--- src/gamepad_report_conditioner_assert.svh ---
// assertion macros for the gamepad report conditioner
`ifndef GAMEPAD_REPORT_CONDITIONER_ASSERT_SVH
`define GAMEPAD_REPORT_CONDITIONER_ASSERT_SVH
`ifndef NO_ASSERTIONS
`define GPC_ASSERT(lbl, prop) lbl: assert property (@(posedge clk_i) disable iff (!rst_ni) \
  prop) else $error("gpc assertion failed");
`define GPC_ASSERT_IMPL(lbl, ante, cons) `GPC_ASSERT(lbl, (ante) |-> (cons))
`else
`define GPC_ASSERT(lbl, prop)
`define GPC_ASSERT_IMPL(lbl, ante, cons)
`endif
`endif

--- src/gpc_pkg.sv ---
// shared types, constants and button remap for the gamepad report conditioner
`timescale 1ns / 1ps
`default_nettype none
package gpc_pkg;

  localparam int PAD_COUNT = 4;
  localparam int PAD_IDX_W = (PAD_COUNT > 1) ? $clog2(PAD_COUNT) : 1;

  localparam logic [14:0] LEFT_DZ_RST  = 15'd7849;
  localparam logic [14:0] RIGHT_DZ_RST = 15'd8269;
  localparam logic [7:0]  TRIG_DZ_RST  = 8'd30;
  localparam logic [14:0] LIMIT_RST    = 15'd32767;

  localparam int SQRT_STEPS = 16;
  localparam int QUO_W      = 17;
  localparam int QCNT_W     = $clog2(QUO_W);

  typedef enum logic [1:0] {
    REG_LEFT_DZ  = 2'd0,
    REG_RIGHT_DZ = 2'd1,
    REG_TRIG_DZ  = 2'd2,
    REG_LIMIT    = 2'd3
  } reg_idx_e;

  typedef enum logic [3:0] {
    ST_IDLE,
    ST_LOOKUP,
    ST_MAG,
    ST_MUL_X,
    ST_MUL_Y,
    ST_MUL_DZ,
    ST_CMP,
    ST_SQRT,
    ST_LIMIT,
    ST_DIV_GO,
    ST_DIV_WAIT,
    ST_TRIG_GO,
    ST_TRIG_WAIT,
    ST_DONE
  } state_e;

  typedef enum logic [3:0] {
    OP_NONE,
    OP_CAPTURE,
    OP_COMMIT,
    OP_DROP,
    OP_MAG,
    OP_MUL_X,
    OP_MUL_Y,
    OP_MUL_DZ,
    OP_STICK_ZERO,
    OP_SQRT_INIT,
    OP_SQRT_STEP,
    OP_LIMIT,
    OP_DIV_START,
    OP_STICK_STORE,
    OP_TRIG_START,
    OP_TRIG_STORE
  } op_e;

  typedef struct packed {
    op_e  op;
    logic stick;     // 0 left, 1 right
    logic load_out;
  } cmd_t;

  typedef struct packed {
    logic pad_ok;
    logic present;
    logic pkt_same;
    logic pad_conn;
    logic dead;
    logic div_busy;
    logic out_free;
  } stat_t;

  function automatic logic [13:0] remap_buttons(input logic [15:0] w);
    remap_buttons = {w[7], w[6], w[9], w[8], w[5], w[4], w[14], w[13],
                     w[12], w[15], w[2], w[3], w[1], w[0]};
  endfunction

endpackage
`default_nettype wire

--- src/gpc_div.sv ---
// restoring divider, one quotient bit per cycle
`timescale 1ns / 1ps
`default_nettype none
module gpc_div (
  input  wire logic                       clk_i,
  input  wire logic                       rst_ni,
  input  wire logic                       start_i,
  input  wire logic [31:0]                num_i,
  input  wire logic [14:0]                den_i,
  output logic                            busy_o,
  output logic [gpc_pkg::QUO_W-1:0]       quo_o
);

  logic [15:0]                    rem_q;
  logic [gpc_pkg::QUO_W-1:0]      lo_q, quo_q;
  logic [14:0]                    den_q;
  logic [gpc_pkg::QCNT_W-1:0]     cnt_q;
  logic                           busy_q;
  logic [16:0]                    trial;
  logic                           ge;

  assign trial = {rem_q, lo_q[gpc_pkg::QUO_W-1]};
  assign ge    = trial >= {2'b00, den_q};

  always_ff @(posedge clk_i or negedge rst_ni) begin
    if (!rst_ni) begin
      busy_q <= 1'b0;
      cnt_q  <= '0;
    end else if (start_i) begin
      busy_q <= 1'b1;
      cnt_q  <= '0;
    end else if (busy_q) begin
      cnt_q <= cnt_q + 1'b1;
      if (cnt_q == gpc_pkg::QCNT_W'(gpc_pkg::QUO_W - 1)) begin
        busy_q <= 1'b0;
      end
    end
  end

  always_ff @(posedge clk_i) begin
    if (start_i) begin
      rem_q <= {1'b0, num_i[31:17]};
      lo_q  <= num_i[gpc_pkg::QUO_W-1:0];
      den_q <= den_i;
      quo_q <= '0;
    end else if (busy_q) begin
      rem_q <= ge ? 16'(trial - {2'b00, den_q}) : trial[15:0];
      lo_q  <= {lo_q[gpc_pkg::QUO_W-2:0], 1'b0};
      quo_q <= {quo_q[gpc_pkg::QUO_W-2:0], ge};
    end
  end

  assign busy_o = busy_q;
  assign quo_o  = quo_q;

endmodule
`default_nettype wire

--- src/gpc_ctrl.sv ---
// sequencer for lookup, stick and trigger conditioning
`timescale 1ns / 1ps
`default_nettype none
`include "gamepad_report_conditioner_assert.svh"
module gpc_ctrl (
  input  wire logic           clk_i,
  input  wire logic           rst_ni,
  input  wire logic           in_valid_i,
  output logic                in_stall_o,
  input  wire gpc_pkg::stat_t stat_i,
  output gpc_pkg::cmd_t       cmd_o
);

  gpc_pkg::state_e state_q, state_d;
  logic            stick_q, stick_d;
  logic [3:0]      cnt_q, cnt_d;

  always_ff @(posedge clk_i or negedge rst_ni) begin
    if (!rst_ni) begin
      state_q <= gpc_pkg::ST_IDLE;
      stick_q <= 1'b0;
      cnt_q   <= '0;
    end else begin
      state_q <= state_d;
      stick_q <= stick_d;
      cnt_q   <= cnt_d;
    end
  end

  always_comb begin
    state_d          = state_q;
    stick_d          = stick_q;
    cnt_d            = cnt_q;
    cmd_o.op         = gpc_pkg::OP_NONE;
    cmd_o.stick      = stick_q;
    cmd_o.load_out   = 1'b0;
    in_stall_o       = (state_q != gpc_pkg::ST_IDLE);
    unique case (state_q)
      gpc_pkg::ST_IDLE: begin
        if (in_valid_i) begin
          cmd_o.op = gpc_pkg::OP_CAPTURE;
          state_d  = gpc_pkg::ST_LOOKUP;
        end
      end
      gpc_pkg::ST_LOOKUP: begin
        stick_d = 1'b0;
        if (!stat_i.pad_ok) begin
          state_d = gpc_pkg::ST_IDLE;
        end else if (stat_i.present && !stat_i.pkt_same) begin
          cmd_o.op = gpc_pkg::OP_COMMIT;
          state_d  = gpc_pkg::ST_MAG;
        end else if (!stat_i.present && stat_i.pad_conn) begin
          cmd_o.op = gpc_pkg::OP_DROP;
          state_d  = gpc_pkg::ST_DONE;
        end else begin
          state_d = gpc_pkg::ST_IDLE;
        end
      end
      gpc_pkg::ST_MAG: begin
        cmd_o.op = gpc_pkg::OP_MAG;
        state_d  = gpc_pkg::ST_MUL_X;
      end
      gpc_pkg::ST_MUL_X: begin
        cmd_o.op = gpc_pkg::OP_MUL_X;
        state_d  = gpc_pkg::ST_MUL_Y;
      end
      gpc_pkg::ST_MUL_Y: begin
        cmd_o.op = gpc_pkg::OP_MUL_Y;
        state_d  = gpc_pkg::ST_MUL_DZ;
      end
      gpc_pkg::ST_MUL_DZ: begin
        cmd_o.op = gpc_pkg::OP_MUL_DZ;
        state_d  = gpc_pkg::ST_CMP;
      end
      gpc_pkg::ST_CMP: begin
        if (stat_i.dead) begin
          cmd_o.op = gpc_pkg::OP_STICK_ZERO;
          if (stick_q) begin
            state_d = gpc_pkg::ST_TRIG_GO;
          end else begin
            stick_d = 1'b1;
            state_d = gpc_pkg::ST_MAG;
          end
        end else begin
          cmd_o.op = gpc_pkg::OP_SQRT_INIT;
          cnt_d    = '0;
          state_d  = gpc_pkg::ST_SQRT;
        end
      end
      gpc_pkg::ST_SQRT: begin
        cmd_o.op = gpc_pkg::OP_SQRT_STEP;
        cnt_d    = cnt_q + 1'b1;
        if (cnt_q == 4'(gpc_pkg::SQRT_STEPS - 1)) begin
          state_d = gpc_pkg::ST_LIMIT;
        end
      end
      gpc_pkg::ST_LIMIT: begin
        cmd_o.op = gpc_pkg::OP_LIMIT;
        state_d  = gpc_pkg::ST_DIV_GO;
      end
      gpc_pkg::ST_DIV_GO: begin
        cmd_o.op = gpc_pkg::OP_DIV_START;
        state_d  = gpc_pkg::ST_DIV_WAIT;
      end
      gpc_pkg::ST_DIV_WAIT: begin
        if (!stat_i.div_busy) begin
          cmd_o.op = gpc_pkg::OP_STICK_STORE;
          if (stick_q) begin
            state_d = gpc_pkg::ST_TRIG_GO;
          end else begin
            stick_d = 1'b1;
            state_d = gpc_pkg::ST_MAG;
          end
        end
      end
      gpc_pkg::ST_TRIG_GO: begin
        cmd_o.op = gpc_pkg::OP_TRIG_START;
        state_d  = gpc_pkg::ST_TRIG_WAIT;
      end
      gpc_pkg::ST_TRIG_WAIT: begin
        if (!stat_i.div_busy) begin
          cmd_o.op = gpc_pkg::OP_TRIG_STORE;
          state_d  = gpc_pkg::ST_DONE;
        end
      end
      gpc_pkg::ST_DONE: begin
        if (stat_i.out_free) begin
          cmd_o.load_out = 1'b1;
          state_d        = gpc_pkg::ST_IDLE;
        end
      end
      default: state_d = gpc_pkg::ST_IDLE;
    endcase
  end

  `GPC_ASSERT(a_div_runs, (state_q == gpc_pkg::ST_DIV_GO) |=> stat_i.div_busy)
  `GPC_ASSERT_IMPL(a_done_from_wait, (state_q == gpc_pkg::ST_DONE) && !stat_i.out_free, state_d == gpc_pkg::ST_DONE)

endmodule
`default_nettype wire

--- src/gpc_dp.sv ---
// datapath: pad state, config, multiplier, root, dividers, result registers
`timescale 1ns / 1ps
`default_nettype none
module gpc_dp (
  input  wire logic                clk_i,
  input  wire logic                rst_ni,
  input  wire gpc_pkg::cmd_t       cmd_i,
  output gpc_pkg::stat_t           stat_o,
  input  wire logic                cfg_we_i,
  input  wire logic [1:0]          cfg_idx_i,
  input  wire logic [14:0]         cfg_data_i,
  input  wire logic [1:0]          pad_index_i,
  input  wire logic                present_i,
  input  wire logic [31:0]         packet_number_i,
  input  wire logic [15:0]         raw_buttons_i,
  input  wire logic signed [15:0]  left_x_i,
  input  wire logic signed [15:0]  left_y_i,
  input  wire logic signed [15:0]  right_x_i,
  input  wire logic signed [15:0]  right_y_i,
  input  wire logic [7:0]          left_pull_i,
  input  wire logic [7:0]          right_pull_i,
  input  wire logic                out_stall_i,
  output logic                     out_valid_o,
  output logic [1:0]               out_pad_o,
  output logic                     connected_o,
  output logic [13:0]              buttons_o,
  output logic signed [15:0]       left_stick_x_o,
  output logic signed [15:0]       left_stick_y_o,
  output logic signed [15:0]       right_stick_x_o,
  output logic signed [15:0]       right_stick_y_o,
  output logic [15:0]              left_trigger_o,
  output logic [15:0]              right_trigger_o
);

  localparam int PW = gpc_pkg::PAD_IDX_W;

  // config
  logic [14:0] left_dz_q, right_dz_q, limit_q;
  logic [7:0]  trig_dz_q;

  // pad state
  logic [31:0]               last_pkt_q [gpc_pkg::PAD_COUNT];
  logic [gpc_pkg::PAD_COUNT-1:0] conn_q;

  // captured item
  logic [1:0]         pad_q;
  logic               pres_q;
  logic [31:0]        pkt_q;
  logic [15:0]        btn_q;
  logic signed [15:0] lx_q, ly_q, rx_q, ry_q;
  logic [7:0]         lp_q, rp_q;

  // stick arithmetic
  logic [16:0] ax_q, ay_q;
  logic        negx_q, negy_q;
  logic [31:0] prod_q, sum_q;
  logic [31:0] v_q, root_q, bit_q;
  logic [14:0] m_q;
  logic        ovx_q, ovy_q, tzl_q, tzr_q;

  // results
  logic               res_conn_q;
  logic [13:0]        res_btn_q;
  logic signed [15:0] res_lx_q, res_ly_q, res_rx_q, res_ry_q;
  logic [15:0]        res_lt_q, res_rt_q;
  logic               out_valid_q;

  logic [PW-1:0]      idx;
  logic signed [15:0] sx, sy;
  logic [14:0]        dz;
  logic [16:0]        mul_a, mul_b;
  logic [31:0]        mul_p;
  logic [31:0]        rb;
  logic [14:0]        lim;
  logic [14:0]        mclip;
  logic               div_start;
  logic [31:0]        num_a, num_b;
  logic [14:0]        den;
  logic               busy_a, busy_b;
  logic [gpc_pkg::QUO_W-1:0] quo_a, quo_b;
  logic [15:0]        satx, saty, tl, tr;
  logic [7:0]         tden;

  assign idx = PW'(pad_q);
  assign sx  = cmd_i.stick ? rx_q : lx_q;
  assign sy  = cmd_i.stick ? ry_q : ly_q;
  assign dz  = cmd_i.stick ? right_dz_q : left_dz_q;

  always_comb begin
    unique case (cmd_i.op)
      gpc_pkg::OP_MUL_X: begin
        mul_a = ax_q;
        mul_b = ax_q;
      end
      gpc_pkg::OP_MUL_Y: begin
        mul_a = ay_q;
        mul_b = ay_q;
      end
      default: begin
        mul_a = {2'b00, dz};
        mul_b = {2'b00, dz};
      end
    endcase
  end
  assign mul_p = 32'(mul_a * mul_b);

  assign rb    = root_q + bit_q;
  assign lim   = (limit_q == '0) ? 15'd1 : limit_q;
  assign mclip = (root_q > {17'd0, lim}) ? lim :
                 ((root_q == '0) ? 15'd1 : root_q[14:0]);

  assign tden      = 8'd255 - trig_dz_q;
  assign div_start = (cmd_i.op == gpc_pkg::OP_DIV_START) ||
                     (cmd_i.op == gpc_pkg::OP_TRIG_START);
  always_comb begin
    if (cmd_i.op == gpc_pkg::OP_TRIG_START) begin
      num_a = {8'd0, 8'(lp_q - trig_dz_q), 16'd0};
      num_b = {8'd0, 8'(rp_q - trig_dz_q), 16'd0};
      den   = {7'd0, tden};
    end else begin
      num_a = {ax_q, 15'd0};
      num_b = {ay_q, 15'd0};
      den   = m_q;
    end
  end

  gpc_div u_div_a (
    .clk_i, .rst_ni, .start_i(div_start), .num_i(num_a), .den_i(den),
    .busy_o(busy_a), .quo_o(quo_a)
  );
  gpc_div u_div_b (
    .clk_i, .rst_ni, .start_i(div_start), .num_i(num_b), .den_i(den),
    .busy_o(busy_b), .quo_o(quo_b)
  );

  // Q1.15 saturation toward the sign of the raw axis
  always_comb begin
    if (negx_q) begin
      satx = (ovx_q || quo_a > 17'd32768) ? 16'h8000 : 16'(~quo_a + 17'd1);
    end else begin
      satx = (ovx_q || quo_a > 17'd32767) ? 16'h7fff : quo_a[15:0];
    end
    if (negy_q) begin
      saty = (ovy_q || quo_b > 17'd32768) ? 16'h8000 : 16'(~quo_b + 17'd1);
    end else begin
      saty = (ovy_q || quo_b > 17'd32767) ? 16'h7fff : quo_b[15:0];
    end
    tl = tzl_q ? 16'd0 : (quo_a[16] ? 16'hffff : quo_a[15:0]);
    tr = tzr_q ? 16'd0 : (quo_b[16] ? 16'hffff : quo_b[15:0]);
  end

  always_ff @(posedge clk_i or negedge rst_ni) begin
    if (!rst_ni) begin
      left_dz_q  <= gpc_pkg::LEFT_DZ_RST;
      right_dz_q <= gpc_pkg::RIGHT_DZ_RST;
      trig_dz_q  <= gpc_pkg::TRIG_DZ_RST;
      limit_q    <= gpc_pkg::LIMIT_RST;
    end else if (cfg_we_i) begin
      unique case (gpc_pkg::reg_idx_e'(cfg_idx_i))
        gpc_pkg::REG_LEFT_DZ:  left_dz_q  <= cfg_data_i;
        gpc_pkg::REG_RIGHT_DZ: right_dz_q <= cfg_data_i;
        gpc_pkg::REG_TRIG_DZ:  trig_dz_q  <= cfg_data_i[7:0];
        gpc_pkg::REG_LIMIT:    limit_q    <= cfg_data_i;
        default: ;
      endcase
    end
  end

  always_ff @(posedge clk_i or negedge rst_ni) begin
    if (!rst_ni) begin
      for (int i = 0; i < gpc_pkg::PAD_COUNT; i++) begin
        last_pkt_q[i] <= '0;
      end
      conn_q <= '0;
    end else if (cmd_i.op == gpc_pkg::OP_COMMIT) begin
      last_pkt_q[idx] <= pkt_q;
      conn_q[idx]     <= 1'b1;
    end else if (cmd_i.op == gpc_pkg::OP_DROP) begin
      conn_q[idx] <= 1'b0;
    end
  end

  always_ff @(posedge clk_i or negedge rst_ni) begin
    if (!rst_ni) begin
      out_valid_q <= 1'b0;
    end else if (cmd_i.load_out) begin
      out_valid_q <= 1'b1;
    end else if (!out_stall_i) begin
      out_valid_q <= 1'b0;
    end
  end

  always_ff @(posedge clk_i) begin
    case (cmd_i.op)
      gpc_pkg::OP_CAPTURE: begin
        pad_q  <= pad_index_i;
        pres_q <= present_i;
        pkt_q  <= packet_number_i;
        btn_q  <= raw_buttons_i;
        lx_q   <= left_x_i;
        ly_q   <= left_y_i;
        rx_q   <= right_x_i;
        ry_q   <= right_y_i;
        lp_q   <= left_pull_i;
        rp_q   <= right_pull_i;
      end
      gpc_pkg::OP_COMMIT: begin
        res_conn_q <= 1'b1;
        res_btn_q  <= gpc_pkg::remap_buttons(btn_q);
      end
      gpc_pkg::OP_DROP: begin
        res_conn_q <= 1'b0;
        res_btn_q  <= '0;
        res_lx_q   <= '0;
        res_ly_q   <= '0;
        res_rx_q   <= '0;
        res_ry_q   <= '0;
        res_lt_q   <= '0;
        res_rt_q   <= '0;
      end
      gpc_pkg::OP_MAG: begin
        negx_q <= sx[15];
        negy_q <= sy[15];
        ax_q   <= sx[15] ? 17'(-{sx[15], sx}) : {1'b0, sx};
        ay_q   <= sy[15] ? 17'(-{sy[15], sy}) : {1'b0, sy};
      end
      gpc_pkg::OP_MUL_X: prod_q <= mul_p;
      gpc_pkg::OP_MUL_Y: begin
        sum_q  <= prod_q;
        prod_q <= mul_p;
      end
      gpc_pkg::OP_MUL_DZ: begin
        sum_q  <= sum_q + prod_q;
        prod_q <= mul_p;
      end
      gpc_pkg::OP_STICK_ZERO: begin
        if (cmd_i.stick) begin
          res_rx_q <= '0;
          res_ry_q <= '0;
        end else begin
          res_lx_q <= '0;
          res_ly_q <= '0;
        end
      end
      gpc_pkg::OP_SQRT_INIT: begin
        v_q    <= sum_q;
        root_q <= '0;
        bit_q  <= 32'h4000_0000;
      end
      gpc_pkg::OP_SQRT_STEP: begin
        if (v_q >= rb) begin
          v_q    <= v_q - rb;
          root_q <= (root_q >> 1) + bit_q;
        end else begin
          root_q <= root_q >> 1;
        end
        bit_q <= bit_q >> 2;
      end
      gpc_pkg::OP_LIMIT: m_q <= mclip;
      gpc_pkg::OP_DIV_START: begin
        ovx_q <= ax_q >= {m_q, 2'b00};
        ovy_q <= ay_q >= {m_q, 2'b00};
      end
      gpc_pkg::OP_STICK_STORE: begin
        if (cmd_i.stick) begin
          res_rx_q <= satx;
          res_ry_q <= saty;
        end else begin
          res_lx_q <= satx;
          res_ly_q <= saty;
        end
      end
      gpc_pkg::OP_TRIG_START: begin
        tzl_q <= (lp_q <= trig_dz_q) || (trig_dz_q == 8'd255);
        tzr_q <= (rp_q <= trig_dz_q) || (trig_dz_q == 8'd255);
      end
      gpc_pkg::OP_TRIG_STORE: begin
        res_lt_q <= tl;
        res_rt_q <= tr;
      end
      default: ;
    endcase
  end

  always_ff @(posedge clk_i) begin
    if (cmd_i.load_out) begin
      out_pad_o       <= pad_q;
      connected_o     <= res_conn_q;
      buttons_o       <= res_btn_q;
      left_stick_x_o  <= res_lx_q;
      left_stick_y_o  <= res_ly_q;
      right_stick_x_o <= res_rx_q;
      right_stick_y_o <= res_ry_q;
      left_trigger_o  <= res_lt_q;
      right_trigger_o <= res_rt_q;
    end
  end

  assign out_valid_o     = out_valid_q;
  assign stat_o.pad_ok   = 32'(pad_q) < 32'(gpc_pkg::PAD_COUNT);
  assign stat_o.present  = pres_q;
  assign stat_o.pkt_same = last_pkt_q[idx] == pkt_q;
  assign stat_o.pad_conn = conn_q[idx];
  assign stat_o.dead     = sum_q <= prod_q;
  assign stat_o.div_busy = busy_a || busy_b;
  assign stat_o.out_free = !out_valid_q || !out_stall_i;

endmodule
`default_nettype wire

--- src/gamepad_report_conditioner.sv ---
// top level of the gamepad report conditioner
//
//  channel   direction  handshake                 payload
//  in        input      in_valid_i / in_stall_o    pad, present, packet, buttons, sticks, pulls
//  out       output     out_valid_o / out_stall_i  pad, connected, buttons, sticks, triggers
//  cfg       input      cfg_we_i                   cfg_idx_i, cfg_data_i
//
//  no result: lookup, then idle again; disconnect: lookup, drop, then result valid
//  conditioned: per stick magnitude, square x, square y, square dead zone and compare,
//  then outside the dead zone 16 root steps, limit, start, 17 divide steps, store;
//  triggers add start, divide and store; done by the serial root and the two one-bit-per-cycle dividers
//  reset clears pad state and loads register defaults; no clearing pass
//  a stalled result is held in the output register while the next item waits
`timescale 1ns / 1ps
`default_nettype none
`include "gamepad_report_conditioner_assert.svh"
module gamepad_report_conditioner (
  input  wire logic                clk_i,
  input  wire logic                rst_ni,
  // configuration writes
  input  wire logic                cfg_we_i,
  input  wire logic [1:0]          cfg_idx_i,
  input  wire logic [14:0]         cfg_data_i,
  // input items
  input  wire logic                in_valid_i,
  output logic                     in_stall_o,
  input  wire logic [1:0]          pad_index_i,
  input  wire logic                present_i,
  input  wire logic [31:0]         packet_number_i,
  input  wire logic [15:0]         raw_buttons_i,
  input  wire logic signed [15:0]  left_x_i,
  input  wire logic signed [15:0]  left_y_i,
  input  wire logic signed [15:0]  right_x_i,
  input  wire logic signed [15:0]  right_y_i,
  input  wire logic [7:0]          left_pull_i,
  input  wire logic [7:0]          right_pull_i,
  // result items
  output logic                     out_valid_o,
  input  wire logic                out_stall_i,
  output logic [1:0]               out_pad_o,
  output logic                     connected_o,
  output logic [13:0]              buttons_o,
  output logic signed [15:0]       left_stick_x_o,
  output logic signed [15:0]       left_stick_y_o,
  output logic signed [15:0]       right_stick_x_o,
  output logic signed [15:0]       right_stick_y_o,
  output logic [15:0]              left_trigger_o,
  output logic [15:0]              right_trigger_o
);

  // command and status between sequencer and datapath
  gpc_pkg::cmd_t  cmd;
  gpc_pkg::stat_t stat;

  gpc_ctrl u_ctrl (
    .clk_i,
    .rst_ni,
    .in_valid_i,
    .in_stall_o,
    .stat_i (stat),
    .cmd_o  (cmd)
  );

  gpc_dp u_dp (
    .clk_i,
    .rst_ni,
    .cmd_i  (cmd),
    .stat_o (stat),
    .cfg_we_i,
    .cfg_idx_i,
    .cfg_data_i,
    .pad_index_i,
    .present_i,
    .packet_number_i,
    .raw_buttons_i,
    .left_x_i,
    .left_y_i,
    .right_x_i,
    .right_y_i,
    .left_pull_i,
    .right_pull_i,
    .out_stall_i,
    .out_valid_o,
    .out_pad_o,
    .connected_o,
    .buttons_o,
    .left_stick_x_o,
    .left_stick_y_o,
    .right_stick_x_o,
    .right_stick_y_o,
    .left_trigger_o,
    .right_trigger_o
  );

  // one item in flight: after an accept the input side stalls
  `GPC_ASSERT(a_in_one, (in_valid_i && !in_stall_o) |=> in_stall_o)
  // a disconnect result carries only cleared fields
  `GPC_ASSERT_IMPL(a_drop_clear, out_valid_o && !connected_o, (buttons_o == '0) && (left_stick_x_o == '0) && (left_stick_y_o == '0) && (right_stick_x_o == '0) && (right_stick_y_o == '0) && (left_trigger_o == '0) && (right_trigger_o == '0))

endmodule
`default_nettype wire
--- config.mk ---
export PLATFORM = sky130hd
export DESIGN_NAME = gamepad_report_conditioner
export DESIGN_NICKNAME = d
export VERILOG_FILES = /design/src/gpc_pkg.sv /design/src/gpc_div.sv /design/src/gpc_ctrl.sv /design/src/gpc_dp.sv /design/src/gamepad_report_conditioner.sv
export VERILOG_INCLUDE_DIRS = /design/src /design/src/src
export SDC_FILE = /design/constraint.sdc
export NUM_CORES = 2
export LEC_CHECK = 0
export BUFFER_PORTS_ARGS = -buffer_cell sky130_fd_sc_hd__buf_2
export CORE_MARGIN = 2
export CORE_UTILIZATION = 55
export CTS_CLUSTER_DIAMETER = 100
export DETAILED_ROUTE_END_ITERATION = 8
export MAX_ROUTING_LAYER = met4
export PLACE_DENSITY_LB_ADDON = 0.25
export REMOVE_ABC_BUFFERS = 1
export SYNTH_ARGS = -nofsm -noshare
export SYNTH_HDL_FRONTEND = slang
export SYNTH_SLANG_ARGS = --single-unit
--- constraint.sdc ---
create_clock -name clk_i -period 9.8 [get_ports clk_i]
set_input_delay 0.49 -clock clk_i [delete_from_list [all_inputs] [get_ports clk_i]]
set_output_delay 0.49 -clock clk_i [all_outputs]
set_load 0.1 [all_outputs]
==> qor.csv <==
stage,metric,value,unit
placement,numPortBuffers,265,
drt,via_per_inst,5.69,
die,floorplan.core_area,0.0901,mm²
cts,buffers_inserted_by_post_cts_timing_repair,0,
grt,grt.overflow.total,0,
synth,synth_area_per_cell,11.6,µm²
synth,yosys.area_share.xor_xnor,4.50,%
grt,grt_start_max_net_pins,126,
worst_setup_path,timing.critical_path.required,10210,ps
worst_setup_path,worstSetupPathType,flop to flop,
synth,post_synth_num_cell_types,78,
synth,post_synth_and_or_nand_nor_area_fraction,9.22,%
worst_setup_path,worstSetupEndpoint,u_dp.prod_q[30],
layout,flow.area_growth_from_synthesis,13.6,%
drt,dr.first_iter.drc_count,2759,
sta,slew_viol_final,0,
die,initial_core_utilization,55.6,%
cts,clock_tree.htree_level_count,3,
min_path,min-delay-path-class,primary input to flop,
sta,finClkSkew,26.0,ps
grt,globalRouteTotalUtil,25.8,%
worst_setup_path,r2r_cells,25,
drt,route.detailed.drc,0,
layout,layout.area.seq,0.0240,mm²
grt,grt_antenna_before_repair,3,
worst_setup_path,critPathMaxStageDelay,570,ps
sta,final_period_minus_worst_setup_slack,8710,ps
layout,drive_gt1_share,16.1,%
flow_run,cap_violations,0,
sta,max_transition_margin,21.7,%
synth,postSynthRegisterBits,843,
worst_setup_path,critical-path-top-cell-by-count,fa_1,
worst_setup_path,cpMaxStageDelayCell,fa_1,
synth,combinational_family_with_the_most_area_after_synthesis,adder cells,
outcome,outcome,"complete, no violations",
layout,layout.nets,5378,
drt,routed_wirelength,117,mm
sta,setup_viol_count_final,0,
synth,yosys-top-cells-area,"edfxtp_1 36%, dfrtp_1 8.7%, ha_1 8.2%",
synth,synth_compound_area_share,9.81,%
synth,yosys-mux-area-fraction,8.02,%
sta,fin_crit_sh,88.9,%
cts,tritoncts,yes,
die,die_width,306,µm
worst_setup_path,critical_path_peak_fanout,16,
layout,multi_input_comb_area,0.0240,mm²
drt,num_vias,33900,
die,std_cell_rows,110,
synth,async_flop_share,24.6,%
die,die_height,306,µm
cts,numCtsBuffers,89,
worst_setup_path,timing.rr.end,u_dp.prod_q[30],
synth,yosys.area.top_type_share,35.9,%
sta,unrepaired_setup_endpoints_after_global_routing,no,
synth,ys_seq_area_share,47.8,%
sta,achievable-frequency,115,MHz
sta,max_slew.worst_pin.slew,1170,ps
worst_setup_path,r2r_setup_slack,1090,ps
worst_setup_path,critPathLaunch,u_ctrl.state_q[3],
worst_setup_path,crit_path_end_kind,flop,
min_path,whs_path_depth,1,
synth,synth_edf_count,600,
die,die-area,0.0936,mm²
placement,globalplace.congestion,0.931,
cts,cts_root_buf,clkbuf_16,
synth,syn_inst,4328,
synth,yosys.area_share.adder,16.0,%
die,boundaryPins,268,
cts,clock_latency_late_sink,660,ps
placement,dp.final_hpwl,83.2,mm
sta,timing.setup.tns,0,ps
cts,clk_pin_slew_worst_paths,60,ps
synth,synth_largest_area_cell,edfxtp_1,
layout,num-fill-cells,6928,
synth,yosysWarnings,0,
cts,numClockSinks,843,
worst_setup_path,start_kind,flop,
sta,final_hold_violations,0,
synth,netlist_area,0.0502,mm²
worst_setup_path,crit_arrival,9130,ps
drt,wl_per_cell,19.6,µm
cts,clockBufferDepth,3,
grt,via_count_of_the_first_global_routing_pass,33700,
grt,grt_pass1_wl,185,mm
worst_setup_path,reg2reg_from,u_ctrl.state_q[3],
drt,final_antenna_net_count,0,
drt,drt_pass1_iterations,6,
synth,ys_dominant_reg_cell,edfxtp_1,
per-layer routing:
| layer | up-vias | part of all wire [%] | wire [µm] | global-route usage (%) |
|---|---|---|---|---|
| li1 | 16100 | - | - | - |
| met1 | 16600 | 45 | 53000 | 35.9 |
| met2 | 1007 | 46 | 54100 | 40.1 |
| met3 | 149 | 5.9 | 6940 | 3.83 |
| met4 | 0 | 2.2 | 2510 | 6.30 |
| met5 | - | 0 | 0 | - |
synthesized netlist by cell type, types with 20 or more instances:
cell type and instances:
nor2b_1 43, nand4_1 46, mux2i_1 104, o21ai_0 197
nand2b_1 42, inv_1 449, a31oi_1 38, nor2_1 297
clkbuf_1 132, dfstp_2 32, ha_1 329, a211oi_1 27
and2_1 40, xor2_1 91, mux2_2 199, nor4_1 33
xnor2_1 167, dfrtp_1 175, edfxtp_1 600, nand2_1 313
nor3_1 53, o21bai_1 30, a21oi_1 161, a21o_1 61
mux4_2 33, nand3_1 42, dfxtp_1 36, fa_1 195
o21a_1 64, a22oi_1 20
cell families after synthesis:
family / after synthesis
multiplexers: 336
buffers and inverters: 617
AND/OR/NAND/NOR: 988
XOR/XNOR: 258
other: 1
flip-flops: 843
adder cells (fa/ha/maj): 524
AO/OA/AOI/OAI: 761
registers in the layout (all words and copies together), names as in the netlist, 31 cells and up, named ones only:
register / flops
u_dp.v_q: 32
u_dp.prod_q: 31
u_dp.pkt_q: 32
u_dp.last_pkt_q: 128
u_dp.sum_q: 32
u_dp.root_q: 32
cell usage in the layout, fill, tap and decap left out, types with 91 or more instances in the layout:
| master | instances |
|---|---|
| edfxtp_1 | 600 |
| inv_1 | 449 |
| ha_1 | 329 |
| nand2_1 | 311 |
| nor2_1 | 293 |
| buf_2 | 264 |
| mux2_2 | 199 |
| o21ai_0 | 195 |
| fa_1 | 195 |
| dfrtp_1 | 174 |
| xnor2_1 | 167 |
| a21oi_1 | 161 |
| dlygate4sd3_1 | 126 |
| mux2i_1 | 104 |
| clkbuf_16 | 92 |
| xor2_1 | 91 |
metrics by stage:
step / cells / utilization (%) / setup WS (ps) / hold WS, ps / instance area (µm²)
2_1_floorplan: 4168 / - / -101 / 194 / 49500
3_3_place_gp: 5660 / 58.6 / 1230 / 401 / 52800
3_5_place_dp: 5660 / 58.6 / 1170 / 405 / 52800
4_1_cts: 5950 / 63.2 / 1140 / 0.248 / 57000
5_1_grt: 5952 / 63.2 / 540 / 4.33 / 57000
6_report: 5954 / 63.2 / 1090 / 30.1 / 57000
repair_timing:
item	4_1_cts	5_1_grt
endpoints found under the hold margin	146	1
hold buffers	125	1
resized for setup	0	0
how the worst min path moves through the flow:
| stage | from | to |
|---|---|---|
| finish | packet_number_i[3] | u_dp.pkt_q[3] |
| global route | packet_number_i[3] | u_dp.pkt_q[3] |
| CTS | packet_number_i[3] | u_dp.pkt_q[3] |
| detailed placement | u_dp.res_lx_q[1] | u_dp.left_stick_x_o[1] |
| global placement | u_dp.res_btn_q[12] | u_dp.buttons_o[12] |
| floorplan | rst_ni | async pin |
cell type report:
cell class                      instances  area share (%)
Multi-Input combinational cell       2869            42.0
Antenna cell                            3          0.0132
Timing Repair Buffer                  442            5.23
Clock buffer                          104            4.14
Inverter                              456            3.00
Sequential cell                       843            42.0
Tap cell                             1176            2.58
Clock inverter                         61           0.951
worst max-delay path: cells and delay by family (launching register included):
kind,cells,cell delay (ps)
XOR/XNOR,1,120
AND/OR/NAND/NOR,7,1930
adder cells (fa/ha/maj),7,3450
flip-flops,1,500
AO/OA/AOI/OAI,6,1850
buffers and inverters,4,610
Power is not shown: default switching activity piles up to over one toggle a cycle in this logic, so the estimate is an artifact.
